--- src/hw/rtl/markup_node_splitter_core_defines.svh ---
// Assertion macros for the markup node splitter RTL.
`ifndef MARKUP_NODE_SPLITTER_CORE_DEFINES_SVH
`define MARKUP_NODE_SPLITTER_CORE_DEFINES_SVH

// Same-cycle implication, checked on the rising edge of aclk outside reset.
`define MNS_ASSERT_NOW(lbl, ante, cons, msg) \
    lbl: assert property (@(posedge aclk) disable iff (!aresetn) (ante) |-> (cons)) \
        else $error(msg);

// Next-cycle implication, checked on the rising edge of aclk outside reset.
`define MNS_ASSERT_NEXT(lbl, ante, cons, msg) \
    lbl: assert property (@(posedge aclk) disable iff (!aresetn) (ante) |=> (cons)) \
        else $error(msg);

`endif

--- src/hw/rtl/mns_pkg.sv ---
// Shared types, constants and helpers for the markup node splitter.
package mns_pkg;

    localparam longint unsigned MAX_SPAN = 65535;
    localparam int CNT_W = $clog2(MAX_SPAN + 1);
    localparam logic [CNT_W-1:0] MAX_CNT = CNT_W'(MAX_SPAN);
    localparam int FIELD_W = 16;

    localparam logic [1:0] K_TEXT = 2'd0;
    localparam logic [1:0] K_TAG  = 2'd1;
    localparam logic [1:0] K_COMM = 2'd2;
    localparam logic [1:0] K_END  = 2'd3;

    localparam logic [7:0] CH_LT   = 8'h3C;
    localparam logic [7:0] CH_GT   = 8'h3E;
    localparam logic [7:0] CH_BANG = 8'h21;
    localparam logic [7:0] CH_DASH = 8'h2D;

    typedef struct packed {
        logic [1:0]         kind;
        logic [FIELD_W-1:0] start;
        logic [FIELD_W-1:0] span;
        logic               ok;
        logic               last;
    } res_t;

    typedef struct packed {
        logic [1:0] n;
        res_t       r0;
        res_t       r1;
    } push_t;

    function automatic logic [FIELD_W-1:0] to_field(input logic [CNT_W-1:0] v);
        logic [CNT_W+FIELD_W-1:0] w;
        w = {{FIELD_W{1'b0}}, v};
        return w[FIELD_W-1:0];
    endfunction

endpackage

--- src/hw/rtl/mns_scanner.sv ---
// Byte scanner: node state machine, counters and result generation.
module mns_scanner (
    input  logic          aclk,
    input  logic          aresetn,
    input  logic          accept,
    input  logic [7:0]    char_in,
    input  logic          buffer_end,
    output mns_pkg::push_t push
);
    import mns_pkg::*;

    localparam logic [3:0] M_IDLE  = 4'd0;
    localparam logic [3:0] M_TEXT  = 4'd1;
    localparam logic [3:0] M_LT    = 4'd2;
    localparam logic [3:0] M_BANG  = 4'd3;
    localparam logic [3:0] M_DASH1 = 4'd4;
    localparam logic [3:0] M_TAG   = 4'd5;
    localparam logic [3:0] M_CB0   = 4'd6;
    localparam logic [3:0] M_CB1   = 4'd7;
    localparam logic [3:0] M_CB2   = 4'd8;
    localparam logic [3:0] M_CBWS  = 4'd9;

    logic [3:0]       mode_reg, mode_next;
    logic [CNT_W-1:0] cnt_reg, cnt_next;
    logic [CNT_W-1:0] pos_reg, pos_next;
    logic [CNT_W-1:0] begin_reg, begin_next;

    function automatic logic [CNT_W-1:0] sat_inc(input logic [CNT_W-1:0] v);
        return (v < MAX_CNT) ? v + CNT_W'(1) : MAX_CNT;
    endfunction

    function automatic logic is_ws(input logic [7:0] c);
        return (c == 8'h20) || (c >= 8'h09 && c <= 8'h0D);
    endfunction

    function automatic push_t emit(input push_t p, input logic [1:0] kind,
                                   input logic [FIELD_W-1:0] start,
                                   input logic [FIELD_W-1:0] span, input logic ok);
        push_t q;
        res_t  r;
        q = p;
        r.kind  = kind;
        r.start = start;
        r.span  = span;
        r.ok    = ok;
        r.last  = 1'b0;
        if (p.n == 2'd0) begin
            q.r0 = r;
        end else begin
            q.r1 = r;
        end
        q.n = p.n + 2'd1;
        return q;
    endfunction

    always_comb begin
        logic [3:0]       nx;
        logic             closed;
        logic [1:0]       close_kind;
        logic [CNT_W-1:0] cnt_inc;
        push_t            p;

        mode_next  = mode_reg;
        cnt_next   = cnt_reg;
        pos_next   = pos_reg;
        begin_next = begin_reg;
        nx         = mode_reg;
        closed     = 1'b0;
        close_kind = K_TAG;
        cnt_inc    = sat_inc(cnt_reg);
        p          = '0;

        if (accept) begin
            if (mode_reg == M_IDLE) begin
                begin_next = pos_reg;
                cnt_next   = CNT_W'(1);
                mode_next  = (char_in == CH_LT) ? M_LT : M_TEXT;
            end else if (mode_reg == M_TEXT && char_in == CH_LT) begin
                p = emit(p, K_TEXT, to_field(begin_reg), to_field(cnt_reg), 1'b0);
                begin_next = pos_reg;
                cnt_next   = CNT_W'(1);
                mode_next  = M_LT;
            end else begin
                cnt_next = cnt_inc;
                case (mode_reg)
                    M_TEXT: begin
                        nx = M_TEXT;
                    end
                    M_LT, M_BANG, M_DASH1: begin
                        if (char_in == CH_GT) begin
                            closed = 1'b1;
                        end else if (mode_reg == M_LT && char_in == CH_BANG) begin
                            nx = M_BANG;
                        end else if (mode_reg == M_BANG && char_in == CH_DASH) begin
                            nx = M_DASH1;
                        end else if (mode_reg == M_DASH1 && char_in == CH_DASH) begin
                            nx = M_CB0;
                        end else begin
                            nx = M_TAG;
                        end
                    end
                    M_TAG: begin
                        if (char_in == CH_GT) begin
                            closed = 1'b1;
                        end
                    end
                    M_CB0: begin
                        if (char_in == CH_DASH) begin
                            nx = M_CB1;
                        end
                    end
                    M_CB1: begin
                        nx = (char_in == CH_DASH) ? M_CB2 : M_CB0;
                    end
                    M_CB2: begin
                        if (char_in == CH_GT) begin
                            closed     = 1'b1;
                            close_kind = K_COMM;
                        end else if (char_in == CH_DASH) begin
                            nx = M_CB2;
                        end else if (is_ws(char_in)) begin
                            nx = M_CBWS;
                        end else begin
                            nx = M_CB0;
                        end
                    end
                    default: begin
                        if (char_in == CH_GT) begin
                            closed     = 1'b1;
                            close_kind = K_COMM;
                        end else if (char_in == CH_DASH) begin
                            nx = M_CB1;
                        end else if (!is_ws(char_in)) begin
                            nx = M_CB0;
                        end
                    end
                endcase
                if (closed) begin
                    p = emit(p, close_kind, to_field(begin_reg), to_field(cnt_inc), 1'b0);
                    nx       = M_IDLE;
                    cnt_next = '0;
                end
                mode_next = nx;
            end

            pos_next = sat_inc(pos_reg);

            if (buffer_end) begin
                if (mode_next == M_TEXT) begin
                    p = emit(p, K_TEXT, to_field(begin_next), to_field(cnt_next), 1'b0);
                    mode_next = M_IDLE;
                end
                if (mode_next == M_IDLE) begin
                    p = emit(p, K_END, to_field(pos_next), '0, 1'b1);
                end else begin
                    p = emit(p, K_END, to_field(begin_next), to_field(cnt_next), 1'b0);
                end
                mode_next  = M_IDLE;
                cnt_next   = '0;
                pos_next   = '0;
                begin_next = '0;
            end

            if (p.n == 2'd2) begin
                p.r1.last = 1'b1;
            end else if (p.n == 2'd1) begin
                p.r0.last = 1'b1;
            end
        end
        push = p;
    end

    always_ff @(posedge aclk) begin
        if (!aresetn) begin
            mode_reg  <= M_IDLE;
            cnt_reg   <= '0;
            pos_reg   <= '0;
            begin_reg <= '0;
        end else begin
            mode_reg  <= mode_next;
            cnt_reg   <= cnt_next;
            pos_reg   <= pos_next;
            begin_reg <= begin_next;
        end
    end

endmodule

--- src/hw/rtl/mns_out_fifo.sv ---
// Four-entry result queue taking up to two results per cycle.
module mns_out_fifo (
    input  logic           aclk,
    input  logic           aresetn,
    input  mns_pkg::push_t push,
    output logic           room,
    output logic           out_valid,
    input  logic           out_ready,
    output mns_pkg::res_t  head
);
    import mns_pkg::*;

    localparam int DEPTH = 4;
    localparam int PTR_W = $clog2(DEPTH);
    localparam int LVL_W = $clog2(DEPTH + 1);

    res_t             mem_reg [DEPTH];
    logic [PTR_W-1:0] wr_ptr_reg, wr_ptr_next;
    logic [PTR_W-1:0] rd_ptr_reg, rd_ptr_next;
    logic [LVL_W-1:0] level_reg, level_next;
    logic             pop;

    assign out_valid = (level_reg != '0);
    assign pop       = out_valid && out_ready;
    assign room      = (level_reg <= LVL_W'(DEPTH - 2));
    assign head      = mem_reg[rd_ptr_reg];

    always_comb begin
        wr_ptr_next = wr_ptr_reg + PTR_W'(push.n);
        rd_ptr_next = rd_ptr_reg + PTR_W'(pop);
        level_next  = level_reg + LVL_W'(push.n) - LVL_W'(pop);
    end

    always_ff @(posedge aclk) begin
        if (push.n != 2'd0) begin
            mem_reg[wr_ptr_reg] <= push.r0;
        end
        if (push.n == 2'd2) begin
            mem_reg[wr_ptr_reg + PTR_W'(1)] <= push.r1;
        end
    end

    always_ff @(posedge aclk) begin
        if (!aresetn) begin
            wr_ptr_reg <= '0;
            rd_ptr_reg <= '0;
            level_reg  <= '0;
        end else begin
            wr_ptr_reg <= wr_ptr_next;
            rd_ptr_reg <= rd_ptr_next;
            level_reg  <= level_next;
        end
    end

endmodule

--- src/hw/rtl/markup_node_splitter_core.sv ---
// Top level of the markup node splitter: byte stream in, node records out.
// The block takes one byte of a markup buffer per request and reports text,
// tag and comment nodes with their start offset and length, followed on the
// final byte of each buffer by an end record giving the incomplete tail.
// Each byte is scanned in the cycle it is accepted and its results, up to two,
// go into a four-entry output queue, so its first result is held there from the
// next cycle and a byte can be accepted every cycle while the queue has two
// free entries. The final byte of a buffer yields two records when it also
// ends a text node or closes a tag or comment, and the output side then presents
// them one at a time. Offsets restart at zero after each buffer end.
`include "markup_node_splitter_core_defines.svh"

module markup_node_splitter_core (
    input  logic        aclk,
    input  logic        aresetn,
    input  logic        s_tvalid,
    output logic        s_tready,
    input  logic [7:0]  s_tdata,  // [7:0] char_in
    input  logic        s_tlast,  // buffer_end
    output logic        m_tvalid,
    input  logic        m_tready,
    output logic [39:0] m_tdata,  // [15:0] start_offset, [31:16] span, [32] whole_ok, zero pad
    output logic [1:0]  m_tuser,  // [1:0] kind
    output logic        m_tlast   // run_last
);
    import mns_pkg::*;

    logic  accept;
    logic  room;
    push_t push;
    res_t  head;

    assign s_tready = room;
    assign accept   = s_tvalid && s_tready;

    mns_scanner u_scanner (
        .aclk       (aclk),
        .aresetn    (aresetn),
        .accept     (accept),
        .char_in    (s_tdata),
        .buffer_end (s_tlast),
        .push       (push)
    );

    mns_out_fifo u_out_fifo (
        .aclk      (aclk),
        .aresetn   (aresetn),
        .push      (push),
        .room      (room),
        .out_valid (m_tvalid),
        .out_ready (m_tready),
        .head      (head)
    );

    assign m_tdata = {7'b0, head.ok, head.span, head.start};
    assign m_tuser = head.kind;
    assign m_tlast = head.last;

    `MNS_ASSERT_NOW(a_end_is_last, m_tvalid && m_tuser == K_END, m_tlast, "end record not marked last")
    `MNS_ASSERT_NOW(a_ok_only_end, m_tvalid && m_tdata[32], m_tuser == K_END, "whole_ok on a node record")
    `MNS_ASSERT_NOW(a_ok_zero_span, m_tvalid && m_tdata[32], m_tdata[31:16] == 16'd0, "complete buffer with non-zero tail")
    `MNS_ASSERT_NOW(a_no_overfill, !s_tready, push.n == 2'd0, "results pushed while full")

endmodule
--- config.mk ---
export PLATFORM = sky130hd
export DESIGN_NAME = markup_node_splitter_core
export DESIGN_NICKNAME = d
export VERILOG_FILES = /design/src/hw/rtl/mns_pkg.sv /design/src/hw/rtl/mns_scanner.sv /design/src/hw/rtl/mns_out_fifo.sv /design/src/hw/rtl/markup_node_splitter_core.sv
export VERILOG_INCLUDE_DIRS = /design/src /design/src/hw/rtl
export SDC_FILE = /design/constraint.sdc
export NUM_CORES = 1
export LEC_CHECK = 0
export BUFFER_PORTS_ARGS = -buffer_cell sky130_fd_sc_hd__buf_2
export CAP_MARGIN = 20
export CORE_MARGIN = 2
export CORE_UTILIZATION = 35
export DETAILED_ROUTE_END_ITERATION = 10
export SETUP_SLACK_MARGIN = 0.2
export SYNTH_ARGS = -nofsm -noshare
export SYNTH_HDL_FRONTEND = slang
export SYNTH_SLANG_ARGS = --single-unit
export TNS_END_PERCENT = 20
--- constraint.sdc ---
create_clock -name aclk -period 7.1 [get_ports aclk]
set_input_delay 1.065 -clock aclk [delete_from_list [all_inputs] [get_ports aclk]]
set_output_delay 1.065 -clock aclk [all_outputs]
set_load 0.01 [all_outputs]
==> results of run 1 <==
==> kinds of logic after synthesis <==
| logic type | Yosys count |
|---|---|
| xor gates and xnor gates | 23 |
| other | 1 |
| buffers and inverters | 130 |
| and+or+nand+nor | 383 |
| adders and majority gates | 9 |
| DFF | 203 |
| AOI/OAI and AO/OA | 352 |
| muxes | 84 |
==> area by class of cell <==
class,count,area share
multi-input cells,858,0.453
repair buffers,72,0.0307
clock buffers,25,0.0434
clock inverters,17,0.0130
inverters,26,0.00727
well taps,455,0.0424
flip-flops and latches,203,0.410
==> through the flow <==
| stage | util | hold slack (ns) |
|---|---|---|
| after detailed placement | 0.369 | 0.554 |
| final | 0.392 | 0.558 |
| after global routing | 0.392 | 0.601 |
| after global placement | 0.369 | 0.537 |
| after floorplan | - | 0.491 |
| after CTS | 0.391 | 0.565 |
==> per-layer routing <==
metal  vias up  part of all wire  track usage
met1      4782              0.45        0.279
met3        47             0.086       0.0343
met2       442              0.45        0.294
met5         -                 0            0
li1       4536                 -            -
met4         0             0.017       0.0477
==> report_power, final <==
group          switching [mW]  internal, mW  leakage [nW]
logic                    1.01         0.531          2.32
clock network           0.504         0.708         0.373
registers              0.0552          1.40          1.88
==> critical path: stages <==
cell	delay, ns
buf_2	0.12
nor4b_1	0.44
nand3_1	0.26
o211ai_2	0.22
buf_4	0.31
a31oi_1	0.14
a32oi_4	0.36
and2_1	0.21
nand2_1	0.07
ha_1	0.24
nand2b_1	0.17
nor2_1	0.13
nand2_1	0.13
or3_1	0.73
nand2_1	0.68
o22ai_1	0.18
==> final timing paths <==
| kind | startpoint | end | cells after the start |
|---|---|---|---|
| worst max-delay path | s_tdata[7] | u_out_fifo.mem_reg[1][32]$_DFFE_PP_ | 16 |
| worst min-delay path | u_scanner.pos_reg[1]$_SDFFE_PN0P_ | u_scanner.pos_reg[1]$_SDFFE_PN0P_ | 2 |
| worst max register to register | u_scanner.mode_reg[3]$_SDFFE_PN0P_ | u_out_fifo.mem_reg[1][32]$_DFFE_PP_ | 15 |
| worst min register to register | u_scanner.pos_reg[1]$_SDFFE_PN0P_ | u_scanner.pos_reg[1]$_SDFFE_PN0P_ | 2 |
==> placed cells by master (no fill, tap or decap), drive strengths merged, types with 9 or more instances in the layout <==
cell type and count:
a21boi 13, a21o 16, a21oi 72, a22oi 32, a2bb2oi 10, a31oi 10
and2 30, buf 71, clkbuf 26, clkinv 10, dfxtp 59, edfxtp 144
inv 30, mux2 17, mux2i 31, mux4 36, nand2 116, nand2b 9
nand3 48, nand4 17, nor2 61, nor2b 29, nor3 16, o211ai 10
o21ai 60, o22ai 68, or3 14, xnor2 15
==> results.toml, run 1 <==
[outcome]
status = "finished clean"

[global_route]
grt_overflow = 0
grt_start_max_net_pins = 74
grt_antenna_before_repair = 0
track_usage = 0.191
first_global_vias = 9061
grt_pass1_wl_mm = 53.7

[placement]
place_ws_ns = 1.41
port_buffers = 50
place_congestion = 0.834
dpl.cell_count = 1613
place_hpwl_mm = 23.6
dpl-instance-area_sq_um = 12700

[synth]
ys.flop_type = "edfxtp_1"
ys_types = 87
synthArstFlopShare = 0
synth-xor-area-share = 0.0167
ys_ff_latch = 203
synth_common_cells = "edfxtp_1, nand2_1, clkbuf_1"
yosys-top-cells-area = "edfxtp_1, dfxtp_1, mux4_2, nand2_1, o22ai_1"
synthAdderAreaFrac = 0.00994
synth_mux_area_frac = 0.109
synth_edf_count = 144
synth-warning-count = 0
synth_compound_area_frac = 0.201
synth_top_area_frac = 0.358
yosysMostFrequentCell = "edfxtp_1"
synth_top_area_cell = "edfxtp_1"
syn_area_per_cell_sq_um = 10.2
synthSimpleGateAreaFrac = 0.161
synth_top_family_by_area = "compound AO/OA/AOI/OAI gates"
synth_area_sq_um = 12100
synth_cells = 1185
ys_seq_area_frac = 0.456

[worst_setup_path]
crit_required_ns = 7.33
critPathLaunchType = "input port"
cp.arrival_ns = 5.46
reg2reg_slack_ns = 1.94
crit_type = "input port to flip-flop"
worst-path-max-fanout = 25
end_kind = "flip-flop"

[sta]
clock_skew_ns = 0.0109
fin_crit_sh = 0.736
fin_ws_ns = 1.87
rsz0062_at_grt = "false"
tightest_slew_ns = 0.978
fin_setup_tns_ns = 0
slew_headroom = 0.348
final_hold_viol_count = 0
max_freq_mhz = 191
setup_violations = 0
fin_crit_ns = 5.23
slew_viol_final = 0

[finish]
ff_latch_area_sq_um = 5510
largest_register_ffs = 144
multiInputGateArea_sq_um = 6080
antennaDiodeCount = 0
fillCellCount = 3345
nNetsFinal = 1206
drive_gt1_frac = 0.167
syn_to_final_growth_pct = 11.1
stdcell_count = 1656
final_area_sq_um = 13400

[drt]
route.detailed.drc = 0
viasPerCell = 5.92
wl_mm = 35.1
routedWlPerCell_microns = 21.2
drt-initial-drc-count = 1103
first_pass_iters = 7
antenna_left = 0
vias = 9807

[clock_network]
post_cts_buffers = 0
cts_buffers = 23
clock_latency_ns = 0.52
path_clk_slew_ns = 0.06
ctsResizeCount = 0
clockRootBuffer = "clkbuf_16"
cts-htree-levels = 1
cts_tree = "done"
cts.sinks = 203
clk_path_buf_depth = 3
ctsHoldBuffers = 0

[power_and_ir_drop]
ir_drop_v = 0.000183
p_leak_nw = 4.57
p_per_area_nw_per_um2 = 314
fin_total_pwr_mw = 4.21

[floorplanning]
std_cell_rows = 68
core_sq_um = 34300
die_area_sq_um = 36000
die_w_microns = 190
initial_core_util = 0.352
die_h_microns = 190
pin_count = 58

[worst_hold_path]
hp-class = "flip-flop to flip-flop"

[run]
drv_cap = 0
No activity file was read; power rests on OpenSTA's default activity.
==> run 2: changes to the inputs <==
==> constraint.sdc (replaced) <==
create_clock -name aclk -period 5.21 [get_ports aclk]
set_input_delay 0.7815 -clock aclk [delete_from_list [all_inputs] [get_ports aclk]]
set_output_delay 0.7815 -clock aclk [all_outputs]
set_load 0.01 [all_outputs]
==> run 2 against run 1 <==
Non-clock buffer count grew 23. Critical endpoint is now u_out_fifo.mem_reg[0][6]$_DFFE_PP_. Routed wire length is essentially flat. Worst setup slack lost 1.2 ns. Clock-buffer cell count grew 2.
==> results.toml, run 2 (synthesized netlist as in run 1, its figures left out) <==
[outcome]
status = "finished clean"

[power_and_ir_drop]
p_per_area_nw_per_um2 = 421
power_switching_mw = 2.15
p_sw_frac = 0.376
ir_drop_v = 0.000207
p_seq_frac = 0.355
p_leak_nw = 4.67
power_frac_comb = 0.376
intPower_mw = 3.57
p_clk_frac = 0.269

[sta]
fin_crit_ns = 4.54
clock_skew_ns = 0.0336
tightest_slew_ns = 1.10
max_freq_mhz = 220
setup_violations = 0
slew_viol_final = 0
fin_setup_tns_ns = 0
fin_ws_ns = 0.667
slew_headroom = 0.259
final_hold_viol_count = 0
fin_crit_sh = 0.872
holdWs_ns = 0.552
rsz0062_at_grt = "false"

[clock_network]
cts-htree-levels = 1
cts.sinks = 203
path_clk_slew_ns = 0.06
ctsHoldBuffers = 0
cts_tree = "done"
clockRootBuffer = "clkbuf_16"
post_cts_buffers = 0
ctsResizeCount = 0
cts_buffers = 22
clk_path_buf_depth = 3
clock_latency_ns = 0.52

[worst_setup_path]
cp_common_cell = "buf_4"
cp_slowest_stage_delay_ns = 0.90
cp_top_family = "compound AO/OA/AOI/OAI gates"
crit_type = "flip-flop to flip-flop"
end_kind = "flip-flop"
cp.arrival_ns = 4.74
crit_required_ns = 5.41
crit_buf_inv = 3
worst-path-max-fanout = 24
crit_start = "u_scanner.mode_reg[0]$_SDFFE_PN0P_"
critPathLaunchType = "flip-flop"
cp_cell_sequence = "nand2b_1, o221ai_1, o211ai_2, buf_4, o32ai_1, and3_1, nand2_1, ha_1, a211oi_2, buf_4, nor2_2, o31ai_4, buf_12"
r2r_start = "u_scanner.mode_reg[0]$_SDFFE_PN0P_"
critical_path.slowest_cell = "o31ai_4"

[finish]
mostFrequentLayoutCells = "edfxtp_1, nand2_1, o22ai_1, a21oi_1, nor2_1"
final_common_cell = "edfxtp_1"
fin_util = 0.397
drive_gt1_frac = 0.190
nNetsFinal = 1228
largest_register_ffs = 144
antennaDiodeCount = 0
syn_to_final_growth_pct = 12.7

[placement]
place_hpwl_mm = 24.2
place_ws_ns = 0.255
port_buffers = 50
place_congestion = 0.840

[floorplanning]
die_h_microns = 190
initial_core_util = 0.352
die_area_sq_um = 36000
std_cell_rows = 68
die_w_microns = 190
pin_count = 58
core_sq_um = 34300

[global_route]
grt_overflow = 0
first_global_vias = 9435
grt_pass1_wl_mm = 55.4
grt_start_max_net_pins = 60
track_usage = 0.194
grt_antenna_before_repair = 0

[drt]
drt-initial-drc-count = 1019
first_pass_iters = 6
antenna_left = 0
viasPerCell = 5.83
vias = 9783
wl_mm = 35.2
route.detailed.drc = 0
routedWlPerCell_microns = 21.0

[worst_hold_path]
min_from = "u_scanner.pos_reg[1]$_SDFFE_PN0P_"
hp-class = "flip-flop to flip-flop"

[run]
drv_cap = 0
## run 2: worst reg2reg max path, delay by kind of cell, from the launching register on
family,cells,cell delay (ns)
compound gates,5,1.83
simple gates,4,0.71
flops,1,0.70
buf+inv,3,0.67
fa+ha+maj,1,0.32
## run 2: path summary, 6_finish.rpt
path / to / slack (ns) / cells past startpoint
hold reg to reg: u_scanner.pos_reg[1]$_SDFFE_PN0P_ / 0.55 / 2
hold / removal: u_scanner.pos_reg[1]$_SDFFE_PN0P_ / 0.55 / 2
setup reg to reg: u_out_fifo.mem_reg[0][6]$_DFFE_PP_ / 0.67 / 13
setup / recovery: u_out_fifo.mem_reg[0][6]$_DFFE_PP_ / 0.67 / 13
## run 2: cell type report
| class | count | area [sq um] |
|---|---|---|
| Timing Repair Buffer | 95 | 601 |
| Clock buffer | 27 | 632 |
| Clock inverter | 13 | 92.6 |
| Tap cell | 455 | 569 |
| Inverter | 26 | 97.6 |
| Fill cell | 3371 | 20700 |
| Multi-Input combinational cell | 858 | 6110 |
| Sequential cell | 203 | 5510 |
## run 2: per-stage QoR
step / cell area (sq um) / cells / power [mW]
2_1_floorplan: 12200 / 1191 / 3.54
3_5_place_dp: 12900 / 1637 / 4.21
5_1_grt: 13600 / 1677 / 6.00
6_report: 13600 / 1677 / 5.72
3_3_place_gp: 12900 / 1637 / 4.19
4_1_cts: 13600 / 1677 / 5.74
## run 2: layer usage
metal  wire (microns)  GRT usage  share of wire
met4              708     0.0462          0.020
met2            15600      0.304           0.44
met3             2440     0.0249          0.069
met1            16400      0.286           0.47
met5                0          0              0
## run 2: power by group through the flow
| stage | registers [mW] | logic (mW) | clock network [mW] |
|---|---|---|---|
| after floorplan | 1.97 | 1.57 | 0 |
| after global placement | 2.07 | 2.12 | 0 |
| after detailed placement | 2.07 | 2.13 | 0 |
| after CTS | 2.04 | 2.14 | 1.56 |
| after global routing | 2.05 | 2.32 | 1.62 |
| final | 2.03 | 2.15 | 1.54 |
